`src/rtl/spre_pkg.sv`:
```
// ----------------------------------------------------------------------------
// spre_pkg
// Shared types, codes and reset values for the servo pulse range expander.
// ----------------------------------------------------------------------------
package spre_pkg;

	// Default width of the tick counter
	localparam int COUNT_BITS_DEF = 16;

	// Stream widths
	localparam int IN_TDATA_W  = 8;
	localparam int OUT_TDATA_W = 24;
	localparam int OUT_TUSER_W = 2;

	// Config reset values
	localparam logic [15:0] IN_MIN_RST  = 16'd1200;
	localparam logic [15:0] IN_MAX_RST  = 16'd2400;
	localparam logic [15:0] MID_RST     = 16'd1800;
	localparam logic [15:0] OUT_MIN_RST = 16'd600;
	localparam logic [15:0] OUT_MAX_RST = 16'd3000;
	localparam logic [14:0] MID_DIV3_RST = 15'd600;
	localparam logic [1:0]  MID_REM_RST  = 2'd0;

	// floor(x/3) = (x * DIV3_RECIP) >> DIV3_SHIFT, exact for any 16-bit x
	localparam logic [16:0] DIV3_RECIP = 17'd43691;
	localparam int          DIV3_SHIFT = 17;

	typedef enum logic [2:0] {
		REG_IN_MIN  = 3'd0,
		REG_IN_MAX  = 3'd1,
		REG_MID     = 3'd2,
		REG_OUT_MIN = 3'd3,
		REG_OUT_MAX = 3'd4
	} reg_idx_t;

	typedef enum logic [1:0] {
		PH_WAIT    = 2'd0,
		PH_MEASURE = 2'd1,
		PH_GEN     = 2'd2
	} phase_t;

	typedef enum logic [1:0] {
		EV_NONE   = 2'd0,
		EV_ACCEPT = 2'd1,
		EV_REJECT = 2'd2
	} event_t;

	typedef struct packed {
		logic [15:0] in_min;
		logic [15:0] in_max;
		logic [15:0] mid;
		logic [14:0] mid_div3;
		logic [1:0]  mid_rem;
		logic [15:0] out_min;
		logic [15:0] out_max;
	} cfg_t;

endpackage

```
`src/rtl/spre_cfg.sv`:
```
// ----------------------------------------------------------------------------
// spre_cfg
// Config register file; also keeps the midpoint split into quotient and
// remainder by three for the expansion datapath.
// ----------------------------------------------------------------------------
module spre_cfg (
	input  logic               clk,
	input  logic               arst_n,
	input  logic               cfg_we,
	input  logic [2:0]         cfg_index,
	input  logic [15:0]        cfg_wdata,
	output spre_pkg::cfg_t     cfg
);

	logic [15:0] in_min_q;
	logic [15:0] in_max_q;
	logic [15:0] mid_q;
	logic [14:0] mid_div3_q;
	logic [1:0]  mid_rem_q;
	logic [15:0] out_min_q;
	logic [15:0] out_max_q;
	logic [31:0] div_prod;
	logic [14:0] div_q;
	logic [1:0]  div_x3_lo;

	assign div_prod = 32'(cfg_wdata) * 32'(spre_pkg::DIV3_RECIP);
	assign div_q    = div_prod[spre_pkg::DIV3_SHIFT+14:spre_pkg::DIV3_SHIFT];
	// low two bits of 3*q; the remainder fits in two bits
	assign div_x3_lo = {div_q[0], 1'b0} + div_q[1:0];

	always_ff @(posedge clk or negedge arst_n) begin
		if (!arst_n) begin
			in_min_q   <= spre_pkg::IN_MIN_RST;
			in_max_q   <= spre_pkg::IN_MAX_RST;
			mid_q      <= spre_pkg::MID_RST;
			mid_div3_q <= spre_pkg::MID_DIV3_RST;
			mid_rem_q  <= spre_pkg::MID_REM_RST;
			out_min_q  <= spre_pkg::OUT_MIN_RST;
			out_max_q  <= spre_pkg::OUT_MAX_RST;
		end else if (cfg_we) begin
			unique case (cfg_index)
				spre_pkg::REG_IN_MIN:  in_min_q  <= cfg_wdata;
				spre_pkg::REG_IN_MAX:  in_max_q  <= cfg_wdata;
				spre_pkg::REG_MID: begin
					mid_q      <= cfg_wdata;
					mid_div3_q <= div_q;
					mid_rem_q  <= cfg_wdata[1:0] - div_x3_lo;
				end
				spre_pkg::REG_OUT_MIN: out_min_q <= cfg_wdata;
				spre_pkg::REG_OUT_MAX: out_max_q <= cfg_wdata;
				default: ;
			endcase
		end
	end

	assign cfg.in_min   = in_min_q;
	assign cfg.in_max   = in_max_q;
	assign cfg.mid      = mid_q;
	assign cfg.mid_div3 = mid_div3_q;
	assign cfg.mid_rem  = mid_rem_q;
	assign cfg.out_min  = out_min_q;
	assign cfg.out_max  = out_max_q;

endmodule

```
`src/rtl/spre_expand.sv`:
```
// ----------------------------------------------------------------------------
// spre_expand
// Expands a measured width about the midpoint and clamps to the output window.
// r = 2w - mid + 2*s, s = signed quotient difference of w and mid by three.
// ----------------------------------------------------------------------------
module spre_expand #(
	parameter int COUNT_BITS = spre_pkg::COUNT_BITS_DEF
) (
	input  logic [COUNT_BITS-1:0] width,
	input  logic [COUNT_BITS-1:0] width_div3,
	input  logic [1:0]            width_rem,
	input  spre_pkg::cfg_t        cfg,
	output logic [15:0]           out_width
);

	localparam int CMP_W = (COUNT_BITS > 16) ? COUNT_BITS : 16;
	localparam int RW    = CMP_W + 4;

	logic signed [RW-1:0] w_e;
	logic signed [RW-1:0] qw_e;
	logic signed [RW-1:0] mid_e;
	logic signed [RW-1:0] qm_e;
	logic signed [RW-1:0] qs;
	logic signed [RW-1:0] r;
	logic signed [RW-1:0] lo;
	logic signed [RW-1:0] hi;
	logic signed [RW-1:0] r_lo;
	logic signed [RW-1:0] r_cl;
	logic                 below_mid;

	assign w_e   = signed'({{(RW-COUNT_BITS){1'b0}}, width});
	assign qw_e  = signed'({{(RW-COUNT_BITS){1'b0}}, width_div3});
	assign mid_e = signed'({{(RW-16){1'b0}}, cfg.mid});
	assign qm_e  = signed'({{(RW-15){1'b0}}, cfg.mid_div3});
	assign lo    = signed'({{(RW-16){1'b0}}, cfg.out_min});
	assign hi    = signed'({{(RW-16){1'b0}}, cfg.out_max});

	assign below_mid = (w_e < mid_e);

	// floor of |w - mid| / 3 from the split forms, with sign folded in
	always_comb begin
		if (below_mid) begin
			qs = qw_e - qm_e + RW'(cfg.mid_rem < width_rem);
		end else begin
			qs = qw_e - qm_e - RW'(width_rem < cfg.mid_rem);
		end
	end

	assign r    = (w_e <<< 1) - mid_e + (qs <<< 1);
	assign r_lo = (r < lo) ? lo : r;
	assign r_cl = (r_lo > hi) ? hi : r_lo;

	assign out_width = r_cl[15:0];

endmodule

```
`src/rtl/spre_core.sv`:
```
// ----------------------------------------------------------------------------
// spre_core
// Input register, pulse measure/generate state machine and result register.
// ----------------------------------------------------------------------------
module spre_core #(
	parameter int COUNT_BITS = spre_pkg::COUNT_BITS_DEF
) (
	input  logic           clk,
	input  logic           arst_n,
	input  spre_pkg::cfg_t cfg,
	input  logic           in_valid,
	output logic           in_ready,
	input  logic           in_level,
	output logic           out_valid,
	input  logic           out_ready,
	output logic           out_servo,
	output logic [1:0]     out_event,
	output logic [15:0]    out_width
);

	localparam int CMP_W = (COUNT_BITS > 16) ? COUNT_BITS : 16;

	// stage 1: captured tick
	logic valid_s1;
	logic level_s1;
	// stage 2: result beat
	logic                  valid_s2;
	logic                  servo_s2;
	spre_pkg::event_t      event_s2;
	logic [15:0]           width_s2;

	spre_pkg::phase_t      phase_q, phase_nx;
	logic                  prev_q, prev_nx;
	logic [COUNT_BITS-1:0] cnt_q, cnt_nx, cnt_p1;
	logic [COUNT_BITS-1:0] cq_q, cq_nx, cq_p1;
	logic [1:0]            cr_q, cr_nx, cr_p1;
	logic [15:0]           target_q, target_nx;

	logic                  servo_nx;
	spre_pkg::event_t      event_nx;
	logic [15:0]           width_nx;

	logic                  advance;
	logic                  sat;
	logic                  out_of_win;
	logic [15:0]           exp_width;

	assign advance  = valid_s1 && (!valid_s2 || out_ready);
	assign in_ready = !valid_s1 || advance;

	spre_expand #(
		.COUNT_BITS(COUNT_BITS)
	) u_expand (
		.width      (cnt_q),
		.width_div3 (cq_q),
		.width_rem  (cr_q),
		.cfg        (cfg),
		.out_width  (exp_width)
	);

	// saturating counter with running quotient/remainder by three
	assign sat    = (cnt_q == {COUNT_BITS{1'b1}});
	assign cnt_p1 = sat ? cnt_q : cnt_q + COUNT_BITS'(1);
	assign cq_p1  = (!sat && cr_q == 2'd2) ? cq_q + COUNT_BITS'(1) : cq_q;
	assign cr_p1  = sat ? cr_q : ((cr_q == 2'd2) ? 2'd0 : cr_q + 2'd1);

	assign out_of_win = (CMP_W'(cnt_q) < CMP_W'(cfg.in_min)) ||
	                    (CMP_W'(cnt_q) > CMP_W'(cfg.in_max));

	always_comb begin
		phase_nx  = phase_q;
		prev_nx   = level_s1;
		cnt_nx    = cnt_q;
		cq_nx     = cq_q;
		cr_nx     = cr_q;
		target_nx = target_q;
		servo_nx  = 1'b0;
		event_nx  = spre_pkg::EV_NONE;
		width_nx  = '0;
		unique case (phase_q)
			spre_pkg::PH_MEASURE: begin
				if (level_s1) begin
					cnt_nx = cnt_p1;
					cq_nx  = cq_p1;
					cr_nx  = cr_p1;
				end else if (out_of_win) begin
					event_nx = spre_pkg::EV_REJECT;
					phase_nx = spre_pkg::PH_WAIT;
				end else begin
					event_nx  = spre_pkg::EV_ACCEPT;
					width_nx  = exp_width;
					target_nx = exp_width;
					cnt_nx    = '0;
					cq_nx     = '0;
					cr_nx     = 2'd0;
					phase_nx  = (exp_width != 16'd0) ? spre_pkg::PH_GEN : spre_pkg::PH_WAIT;
				end
			end
			spre_pkg::PH_GEN: begin
				servo_nx = 1'b1;
				cnt_nx   = cnt_p1;
				cq_nx    = cq_p1;
				cr_nx    = cr_p1;
				if (CMP_W'(cnt_p1) >= CMP_W'(target_q)) begin
					phase_nx = spre_pkg::PH_WAIT;
				end
			end
			default: begin
				// waiting; the unused code behaves the same
				phase_nx = spre_pkg::PH_WAIT;
				if (level_s1 && !prev_q) begin
					cnt_nx   = COUNT_BITS'(1);
					cq_nx    = '0;
					cr_nx    = 2'd1;
					phase_nx = spre_pkg::PH_MEASURE;
				end
			end
		endcase
	end

	always_ff @(posedge clk or negedge arst_n) begin
		if (!arst_n) begin
			phase_q  <= spre_pkg::PH_WAIT;
			prev_q   <= 1'b1;
			cnt_q    <= '0;
			cq_q     <= '0;
			cr_q     <= 2'd0;
			target_q <= '0;
		end else if (advance) begin
			phase_q  <= phase_nx;
			prev_q   <= prev_nx;
			cnt_q    <= cnt_nx;
			cq_q     <= cq_nx;
			cr_q     <= cr_nx;
			target_q <= target_nx;
		end
	end

	always_ff @(posedge clk or negedge arst_n) begin
		if (!arst_n) begin
			valid_s1 <= 1'b0;
			valid_s2 <= 1'b0;
		end else begin
			if (in_ready) begin
				valid_s1 <= in_valid;
			end
			if (advance) begin
				valid_s2 <= 1'b1;
			end else if (out_ready) begin
				valid_s2 <= 1'b0;
			end
		end
	end

	always_ff @(posedge clk) begin
		if (in_ready && in_valid) begin
			level_s1 <= in_level;
		end
		if (advance) begin
			servo_s2 <= servo_nx;
			event_s2 <= event_nx;
			width_s2 <= width_nx;
		end
	end

	assign out_valid = valid_s2;
	assign out_servo = servo_s2;
	assign out_event = event_s2;
	assign out_width = width_s2;

endmodule

```
`src/rtl/servo_pulse_range_expander_unit.sv`:
```
// ----------------------------------------------------------------------------
// servo_pulse_range_expander_unit
// Servo pulse width range expander: measures input pulses, widens them about
// a midpoint and regenerates them on the output.
// ----------------------------------------------------------------------------
// Usage:
//  - Slave stream: one beat per timer tick, tdata[0] = sampled servo input.
//  - Master stream: one beat per input beat, in order. tdata[0] = output pin
//    level, tdata[16:1] = expanded width (nonzero only on an accept event),
//    tuser = event code (none / pulse accepted / pulse rejected).
//  - Config: cfg_we writes cfg_wdata to register cfg_index;
//    0 in_min, 1 in_max, 2 mid, 3 out_min, 4 out_max. Write only while no
//    beat is in flight; the next beat already sees the new value.
//  - Throughput: one beat per clock while the master side keeps tready high.
//    An accepted input beat passes the input register, then the result
//    register; the state machine and the expansion datapath sit between the two.
//  - The expansion needs no divider: the tick counter carries its quotient
//    and remainder by three as it counts, the midpoint is split at write.
//  - Reset: no beats pending, config at its defaults, waiting for a rising
//    edge with the previous level taken as high.
//  - Stall: if the master side holds tready low, one result and one input
//    beat are held; the slave side then drops tready, nothing is lost.
// ----------------------------------------------------------------------------
module servo_pulse_range_expander_unit #(
	parameter int COUNT_BITS = spre_pkg::COUNT_BITS_DEF
) (
	input  logic                             clk,
	input  logic                             arst_n,
	// config write port
	input  logic                             cfg_we,
	input  logic [2:0]                       cfg_index,
	input  logic [15:0]                      cfg_wdata,
	// tick input
	input  logic                             s_axis_tvalid,
	output logic                             s_axis_tready,
	input  logic [spre_pkg::IN_TDATA_W-1:0]  s_axis_tdata,   // [0] in_level
	// result output
	output logic                             m_axis_tvalid,
	input  logic                             m_axis_tready,
	output logic [spre_pkg::OUT_TDATA_W-1:0] m_axis_tdata,   // [0] level_out, [16:1] out_width
	output logic [spre_pkg::OUT_TUSER_W-1:0] m_axis_tuser    // [1:0] event_code
);

	spre_pkg::cfg_t cfg;
	logic           level_out;
	logic [1:0]     event_code;
	logic [15:0]    out_width;

	spre_cfg u_cfg (
		.clk       (clk),
		.arst_n    (arst_n),
		.cfg_we    (cfg_we),
		.cfg_index (cfg_index),
		.cfg_wdata (cfg_wdata),
		.cfg       (cfg)
	);

	// the upper tdata bits of the slave side are padding
	spre_core #(
		.COUNT_BITS(COUNT_BITS)
	) u_core (
		.clk       (clk),
		.arst_n    (arst_n),
		.cfg       (cfg),
		.in_valid  (s_axis_tvalid),
		.in_ready  (s_axis_tready),
		.in_level  (s_axis_tdata[0]),
		.out_valid (m_axis_tvalid),
		.out_ready (m_axis_tready),
		.out_servo (level_out),
		.out_event (event_code),
		.out_width (out_width)
	);

	assign m_axis_tdata = {{(spre_pkg::OUT_TDATA_W-17){1'b0}}, out_width, level_out};
	assign m_axis_tuser = event_code;

endmodule

```
`config.mk`:
```
export PLATFORM = sky130hd
export DESIGN_NAME = servo_pulse_range_expander_unit
export DESIGN_NICKNAME = d
export VERILOG_FILES = /design/src/rtl/spre_pkg.sv /design/src/rtl/spre_cfg.sv /design/src/rtl/spre_expand.sv /design/src/rtl/spre_core.sv /design/src/rtl/servo_pulse_range_expander_unit.sv
export SDC_FILE = /design/constraint.sdc
export NUM_CORES = 1
export LEC_CHECK = 0
export ABC_AREA = 0
export BUFFER_PORTS_ARGS = -buffer_cell sky130_fd_sc_hd__buf_4
export CAP_MARGIN = 15
export CORE_MARGIN = 2
export CORE_UTILIZATION = 44
export CTS_CLUSTER_SIZE = 8
export DETAILED_ROUTE_END_ITERATION = 10
export PLACE_DENSITY_LB_ADDON = 0.15
export SYNTH_ARGS = -nofsm -noshare
export SYNTH_HDL_FRONTEND = slang
export SYNTH_SLANG_ARGS = --single-unit
```
`constraint.sdc`:
```
create_clock -name clk -period 11.3 [get_ports clk]
set_input_delay 1.695 -clock clk [delete_from_list [all_inputs] [get_ports clk]]
set_output_delay 1.695 -clock clk [all_outputs]
set_load 0.01 [all_outputs]
```
== Word-level counts from Yosys, hierarchy flattened ==
Cells that the tools add are included.
Operators by class
  add/sub/neg operators: 10
  $mul: 1
  $lt $le $gt $ge: 8
  equality and inequality tests: 11
  mux-type cells: 28
  bitwise operators: 3
  reductions and logical operators: 25
Operators with widths (number)
  $mux W16: 8
  $pmux W16 S2: 2
  $add A16 B1 Y16 const B: 2
  $lt A16 B16 Y1: 2
  $mul A16 B16 Y32 const B: 1
  $add A18 B20 Y20: 1
  $gt A20 B17 Y1: 1
  $lt A20 B17 Y1: 1
  $mux W2: 10
  $mux W20: 1
  $add A19 B1 Y19: 1
  $mux W19: 1
  $sub A17 B16 Y18: 1
  $sub A17 B2 Y18: 1
  $sub A16 B15 Y17: 1
  $eq A16 B16 Y1 const B: 1
  $ge A16 B16 Y1: 1
  $gt A16 B16 Y1: 1
  $reduce_bool A16 Y1: 1
  $reduce_and A2 Y1: 5
  $pmux W2 S2: 2
  $eq A3 B2 Y1 const B: 2
  $reduce_and A3 Y1: 2
  $eq A2 B2 Y1 const B: 2
  other kinds (21): 35
Storage, ports and cells
  register bits after elaboration: 172
  bits of input ports: 32
  output and inout port bits: 28
  logic and storage cells: 105

== Logic depth before layout (Yosys ltp) ==
Gate-level depths: netlist (run 1).
  depth in word-level cells: 13
  depth in mapped cells: 41
  mapped depth without buffers: 37

== Hierarchy ==
From an unflattened synthesis (run 1), not the netlist that was laid out.
Second synthesis, totals
  cells, all modules: 1913
  area total of the unflattened synthesis: 17909.7 µm²
By module, submodules not included
  spre_cfg: instances 1, cells each 794, area an instance 8394.3 µm², sequential area each 2461.1 µm²
  spre_core: instances 1, cells each 502, area an instance 4924.7 µm², sequential area each 1978.1 µm²
  spre_expand: instances 1, cells each 608, area an instance 4526.8 µm², sequential area each 0.0 µm²
  servo_pulse_range_expander_unit: instances 1, cells each 9, area an instance 63.8 µm², sequential area each 0.0 µm²

== Least setup slack after synthesis (run 1) ==
No wires, ideal clock.
  path kind: reg2reg
  start: register u_cfg.mid_div3_q[4]
  end: register u_core.width_s2[10] (netlist: u_core.out_width[10]), data pin
  library setup time: 0.266 ns
  arrival: 8.441 ns
  data required time: 11.034 ns
  path slack: 2.593 ns
  stages on the path, launching flop included: 37
  path buffers: 5
  clock period less this slack: 8.707 ns
  cells stage by stage: dfstp_2 > inv_1 > ha_1 > clkbuf_1 > or3b_2 > o211ai_1 > a311oi_1 > nor4_2 > nand4_1 > nor4_2 > a22oi_1 > xnor2_1 > ha_1 > clkbuf_1 > and2_1 > a31oi_1 > o211ai_1 > a31o_2 > a21o_1 > and2_1 > o211ai_1 > or3b_2 > ha_1 > buf_2 > inv_1 > clkbuf_1 > mux2_2 > ha_1 > and4_1 > nand4_1 > nor4_1 > a21oi_1 > o21ai_0 > o221ai_1 > buf_2 > mux2i_1 > nor2_1
On the way
  cells in the longest elaborated chain, start to end: 8
  elaborated cells on any way between the ends: 9
  classes of those cells: add/sub: 4; order compare: 2; mux: 3
RTL lines
  from (decl): RTL line spre_cfg.sv:18  | logic [14:0] mid_div3_q;
  from (signal assigned): RTL line spre_cfg.sv:36  | mid_div3_q <= spre_pkg::MID_DIV3_RST;
  from (signal assigned): RTL line spre_cfg.sv:46  | mid_div3_q <= div_q;
  $sub A16 B15 Y17 *: RTL line spre_expand.sv:43, spre_expand.sv:45
  $add A19 B1 Y19 / $sub A17 B2 Y18 (equally long branches): RTL line spre_expand.sv:43, spre_expand.sv:45
  $mux W19 *: RTL line spre_expand.sv:42  | if (below_mid) begin
  $add A18 B20 Y20 *: RTL line spre_expand.sv:49  | assign r = (w_e <<< 1) - mid_e + (qs <<< 1);
  $lt A20 B17 Y1: RTL line spre_expand.sv:50  | assign r_lo = (r < lo) ? lo : r;
  $mux W20 *: RTL line spre_expand.sv:50
  $gt A20 B17 Y1: RTL line spre_expand.sv:51  | assign r_cl = (r_lo > hi) ? hi : r_lo;
  $mux W16 *: RTL line spre_expand.sv:51
  to (signal assigned): RTL line spre_core.sv:162  | width_s2 <= width_nx;
  to (decl): RTL line spre_core.sv:30  | logic [15:0] width_s2;
Mark *: on every way between the ends. The rest lies on a longest branch, timed or not.
A chain may end at the register's enable or synchronous reset.

== Worst setup path in the final report (run 1) ==
  start: register u_core.cnt_q[5]
  end: register u_core.width_s2[15] (netlist: u_core.out_width[15]), data pin
On the way
  cells in the longest elaborated chain, start to end: 7
  elaborated cells on any way between the ends: 12
  classes of those cells: add/sub: 2; order compare: 5; mux: 3; reduce/logical: 2
RTL lines
  from (decl): RTL line spre_core.sv:34  | logic [COUNT_BITS-1:0] cnt_q, cnt_nx, cnt_p1;
  from (signal assigned): RTL line spre_core.sv:132  | cnt_q <= cnt_nx;
  $lt A16 B16 Y1: RTL line spre_expand.sv:38  | assign below_mid = (w_e < mid_e);
  $mux W19: RTL line spre_expand.sv:42
  $add A18 B20 Y20: RTL line spre_expand.sv:49
  $lt A20 B17 Y1: RTL line spre_expand.sv:50
  $mux W20: RTL line spre_expand.sv:50
  $gt A20 B17 Y1: RTL line spre_expand.sv:51
  $mux W16: RTL line spre_expand.sv:51
Several ways; a longest one is shown, not always the timed one.

==> results.py, run 1 <==
metrics = {
    "run": {
        "maxCapViolCount": 0,
    },
    "yosys": {
        "yosys_warnings": 0,
        "async_flop_share_pct": 88.4,
        "synth.cell_area_um2": 17500,
        "syn_area_per_cell_um2": 9.05,
        "ys_ff_latch": 172,
        "synth.yosys.seq_area_share_pct": 25.4,
        "postSynthCellCount": 1929,
        "synth-edff-count": 20,
        "yosysUniqueCellTypes": 81,
        "synth_ff_type": "dfrtp_1",
    },
    "global_route": {
        "grtUsageMet3_pct": 2.91,
        "grt_pass1_vias": 13400,
        "grt_util_all_layers_pct": 23.3,
        "top_usage_layer": "met2",
        "met1_usage_pct": 33.7,
        "grt_max_degree": 93,
        "grt_pass1_wl_um": 74500,
        "antenna_found_initial": 0,
        "grt_overflow_total": 0,
        "met2_usage_pct": 36.9,
    },
    "routing": {
        "drc": 0,
        "vias_per_cell": 5.51,
        "drt-total-wl_um": 46300,
        "drt-initial-drc-count": 840,
        "ant_nets": 0,
        "drt-wirelength-per-cell_um": 18.5,
        "vias": 13700,
        "drt_pass1_iterations": 5,
    },
    "pwr": {
        "ir_worst_vdd_mv": 0.383,
        "p_leak_nw": 9.33,
        "p_per_area_nw_per_um2": 252,
    },
    "sta": {
        "setup_viol": 0,
        "period_needed_ps": 10030,
        "final.setup.tns_ps": 0,
        "skew_ps": 19.0,
        "maxSlewViolCount": 0,
        "fin_crit_sh_pct": 88.7,
        "relSlewSlack_pct": 27.8,
        "fmax_mhz": 99.7,
        "hold_violations": 0,
        "grt_setup_unrepaired": "false",
        "fin_ws_ps": 1270,
        "tightest_slew_ps": 1080,
    },
    "placement": {
        "dp_worst_setup_slack_ps": 1320,
        "place.gp.congestion": 0.913,
        "dpl.hpwl_um": 37200,
        "port-buffer-count": 45,
    },
    "clock_network": {
        "ctsHoldBuffers": 0,
        "cts.repair.resized": 0,
        "clkTransAtPathRegs_ps": 80,
        "post_cts_buffers": 0,
        "clock_latency_ps": 460,
        "cts_tree": "done",
        "numCtsBuffers": 17,
        "ctsLongestPathBuffers": 2,
        "clock_sinks": 172,
        "htreeDepth": 4,
        "cts-root-buf": "clkbuf_16",
    },
    "layout": {
        "fin_util_pct": 48.8,
        "final_cell_mix": "306 x inv_1, 279 x ha_1, 158 x o21ai_0, 158 x nand2_1, 124 x dfrtp_1",
        "num_antenna_cells": 0,
        "nets": 2361,
        "areaGrowthSynthToFinish_pct": 8.79,
        "final_common_cell": "inv_1",
        "drive_gt1_share_pct": 8.80,
    },
    "worst_setup_path": {
        "crit_fanout": 13,
        "crit_top_cell": "ha_1",
        "slowest_stage": "dfrtp_1",
        "startpoint_type": "flip-flop",
        "cp-end-kind": "flip-flop",
        "crit_path_max_incr_delay_ps": 580,
        "arrival_ps": 10240,
        "critPathKind": "reg2reg",
        "cp.required_ps": 11520,
    },
    "status": {
        "outcome": "completed",
    },
    "floorplanning": {
        "dieArea_um2": 41300,
        "core-area_um2": 38900,
        "ios": 60,
        "num_rows": 72,
        "dieHeight_um": 203,
        "start_util_pct": 44.9,
        "die_w_um": 203,
    },
    "min_path": {
        "hp-class": "reg2reg",
    },
}
[worst max-delay path, delay by kind of cell (launching register included)]
family / cells / cell delay, ps
XOR/XNOR: 2 / 350
multiplexers: 1 / 380
buffers and inverters: 3 / 850
adder cells (fa/ha/maj): 5 / 1560
AO/OA/AOI/OAI: 20 / 4740
flip-flops: 1 / 580
AND/OR/NAND/NOR: 7 / 1310
[cells in the mapped netlist, types with 20 or more instances]
master	n	area (µm²)
a21o_1	41	308
inv_1	306	1150
xnor2_1	54	473
nand3_1	37	185
edfxtp_1	20	601
nand4_1	20	125
dfrtp_1	124	3100
clkbuf_1	45	169
a21oi_1	74	370
o21ai_0	158	791
nor2_1	84	315
ha_1	279	3490
nand2_1	158	593
mux2i_1	33	330
xor2_1	30	263
dfstp_2	28	736
mux2_2	25	282
fa_1	85	1700
o31ai_1	36	270
[registers in the layout, summed over array words and instances (netlist names)]
signal,count
u_cfg.in_max_q,16
u_cfg.in_min_q,16
u_cfg.mid_q,16
u_cfg.out_max_q,16
u_cfg.out_min_q,16
u_core.cnt_q,16
u_core.cq_q,16
u_core.out_width,16
u_core.target_q,16
u_cfg.mid_div3_q,15
u_cfg.mid_rem_q,2
u_core.cr_q,2
u_core.out_event,2
u_core.phase_q,2
u_core.level_s1,1
u_core.out_servo,1
u_core.out_valid,1
u_core.prev_q,1
u_core.valid_s1,1
[per-layer routing]
metal | routed length [µm] | vias to the layer above
met4 | 815 | 0
met5 | 0 | -
met2 | 21000 | 266
met3 | 1780 | 37
li1 | - | 6785
met1 | 22700 | 6660
[per-stage QoR]
step / instance area [µm²] / std cells / power (W) / hold slack [ps]
floorplan: 17500 / 1935 / 0.00330 / 450
global placement: 18400 / 2464 / 0.00412 / 466
detailed placement: 18400 / 2464 / 0.00417 / 474
CTS: 19000 / 2496 / 0.00480 / 486
global route: 19000 / 2496 / 0.00528 / 497
finish: 19000 / 2496 / 0.00479 / 480
[final cells by class]
type	count	area, µm²
clock inverter	13	150
timing repair buffer	66	499
inverter	306	1150
multi-input combinational	1402	11700
tap	518	648
fill	3779	19900
sequential	172	4440
clock buffer	19	433
[final timing paths]
check	from	to	slack, ps	depth (start not counted)
max reg2reg	u_core.cnt_q[5]	u_core.out_width[15]	1270	38
min in group asynchronous	arst_n	u_cfg.in_min_q[9]	1280	1
max	u_core.cnt_q[5]	u_core.out_width[15]	1270	38
min reg2reg	u_cfg.mid_div3_q[6]	u_cfg.mid_div3_q[6]	480	2
min	u_cfg.mid_div3_q[6]	u_cfg.mid_div3_q[6]	480	2
max in group asynchronous	arst_n	u_core.cq_q[8]	8620	2
[kinds of logic after synthesis]
| group | after synthesis | synth area share (%) |
|---|---|---|
| xor gates and xnor gates | 85 | 4.34 |
| other | 1 | 0.0215 |
| AOI/OAI and AO/OA | 449 | 16.6 |
| and+or+nand+nor | 438 | 12.3 |
| DFF | 172 | 25.4 |
| muxes | 59 | 3.59 |
| buffers and inverters | 361 | 7.95 |
| adders and majority gates | 364 | 29.7 |
[report_power, final]
group	internal [W]	switching [W]
Sequential	0.000741	0.0000686
Combinational	0.00145	0.00193
Clock	0.000314	0.000288
Total	0.00250	0.00228
Note: power is estimated with default switching activity, not from simulation.
==> run 2: changes to the inputs <==
- BUFFER_PORTS_ARGS: -buffer_cell sky130_fd_sc_hd__buf_4 -> -buffer_cell sky130_fd_sc_hd__buf_2
==> results.py, run 2 (synthesized netlist as in run 1, its figures left out) <==
metrics = {
    "layout": {
        "final_common_cell": "inv_1",
        "instances_no_fill": 2490,
        "num_antenna_cells": 0,
        "nFillCells": 3708,
        "seqCellArea_um2": 4440,
        "areaGrowthSynthToFinish_pct": 8.07,
        "drive_gt1_share_pct": 8.57,
        "nets": 2355,
        "multi_input_area_um2": 11700,
        "final_cell_mix": "306 x inv_1, 279 x ha_1, 158 x o21ai_0, 158 x nand2_1, 124 x dfrtp_1",
    },
    "clock_network": {
        "clkTransAtPathRegs_ps": 70,
        "post_cts_buffers": 0,
        "cts_tree": "done",
        "cts.repair.resized": 0,
        "htreeDepth": 4,
        "cts-root-buf": "clkbuf_16",
        "ctsLongestPathBuffers": 2,
        "clock_latency_ps": 450,
        "clock_sinks": 172,
        "ctsHoldBuffers": 0,
        "numCtsBuffers": 17,
    },
    "placement": {
        "place.gp.congestion": 0.910,
        "port-buffer-count": 45,
        "dpl.hpwl_um": 37000,
        "placed_cells": 2458,
    },
    "sta": {
        "relSlewSlack_pct": 27.5,
        "tightest_slew_ps": 1080,
        "grt_setup_unrepaired": "false",
        "skew_ps": 14.4,
        "maxSlewViolCount": 0,
        "final.setup.tns_ps": 0,
        "fmax_mhz": 101,
        "period_needed_ps": 9860,
        "fin_crit_sh_pct": 87.3,
        "setup_viol": 0,
        "hold_violations": 0,
    },
    "pwr": {
        "pwr-share-seq_pct": 16.9,
        "totalPowerFinal_w": 0.00477,
        "p_clk_share_pct": 12.9,
        "power_switching_w": 0.00225,
        "p_int_w": 0.00252,
        "p_per_area_nw_per_um2": 253,
        "swShare_pct": 47.2,
        "p_leak_nw": 9.27,
        "combPwrFrac_pct": 70.2,
        "ir_worst_vdd_mv": 0.419,
    },
    "worst_setup_path": {
        "crit_fanout": 17,
        "crit_path_max_incr_delay_ps": 580,
        "arrival_ps": 10070,
        "critPathKind": "reg2reg",
        "reg2reg_from": "u_core.cnt_q[5]",
        "crit_top_cell": "ha_1",
        "startpoint": "u_core.cnt_q[5]",
        "startpoint_type": "flip-flop",
        "slowest_stage": "dfrtp_1",
        "cp-end-kind": "flip-flop",
        "cp.required_ps": 11510,
    },
    "global_route": {
        "grt_pass1_vias": 13800,
        "antenna_found_initial": 0,
        "grt_pass1_wl_um": 75000,
        "grt_util_all_layers_pct": 23.3,
        "grt_max_degree": 87,
        "grt_overflow_total": 0,
    },
    "routing": {
        "ant_nets": 0,
        "drt_pass1_iterations": 6,
        "drc": 0,
        "drt-initial-drc-count": 868,
        "drt-total-wl_um": 46000,
        "drt-wirelength-per-cell_um": 18.5,
        "vias_per_cell": 5.56,
        "vias": 13800,
    },
    "floorplanning": {
        "core-area_um2": 38900,
        "die_w_um": 203,
        "start_util_pct": 44.9,
        "num_rows": 72,
        "dieHeight_um": 203,
        "ios": 60,
        "dieArea_um2": 41300,
    },
    "status": {
        "outcome": "completed",
    },
    "run": {
        "maxCapViolCount": 0,
    },
    "min_path": {
        "hp-class": "reg2reg",
        "min-delay-start": "u_cfg.mid_div3_q[9]",
    },
}
-- run 2: power groups by stage --
stage	sequential, W	combinational (W)	clock, W
5_1_grt	0.000821	0.00382	0.000657
4_1_cts	0.000807	0.00337	0.000626
3_5_place_dp	0.000819	0.00333	0
2_1_floorplan	0.000795	0.00250	0
6_report	0.000808	0.00335	0.000616
3_3_place_gp	0.000815	0.00330	0
-- run 2: critical path, delay by kind of cell (launching register included) --
kind            cells  cell delay, ps
buf+inv             3             830
simple gates        7            1380
fa+ha+maj           5            1580
mux                 1             400
flops               1             580
xor+xnor            2             370
compound gates     20            4470
-- run 2: worst paths after layout --
check	slack (ps)	cells past startpoint	to
max	1440	38	u_core.out_width[15]
max reg2reg	1440	38	u_core.out_width[15]
min	480	2	u_cfg.mid_div3_q[9]
min reg2reg	480	2	u_cfg.mid_div3_q[9]
max in group asynchronous	8580	2	u_core.cq_q[3]
min in group asynchronous	1300	1	u_cfg.in_min_q[9]
-- run 2: layout make-up --
cell class                      count  area share [%]
Sequential cell                   172            23.5
Multi-Input combinational cell   1402            61.9
Clock inverter                     14           0.942
Tap cell                          518            3.44
Inverter                          306            6.09
Clock buffer                       18            2.27
Timing Repair Buffer               60            1.82
-- run 2: metal layers --
layer / global-route usage [%] / up-vias / share of wire (%)
met3: 2.91 / 41 / 4.2
met4: 6.28 / 0 / 2.2
li1: - / 6764 / -
met2: 36.9 / 310 / 45
met1: 33.7 / 6722 / 49
met5: 0 / - / 0
-- run 2: through the flow --
stage	instance area (µm²)	hold slack, ps	utilization, %	setup slack (ps)
3_5_place_dp	18300	471	46.9	1520
6_report	18900	481	48.5	1440
4_1_cts	18900	483	48.5	1500
3_3_place_gp	18300	464	46.9	1650
5_1_grt	18900	498	48.5	748
2_1_floorplan	17500	450	-	2590
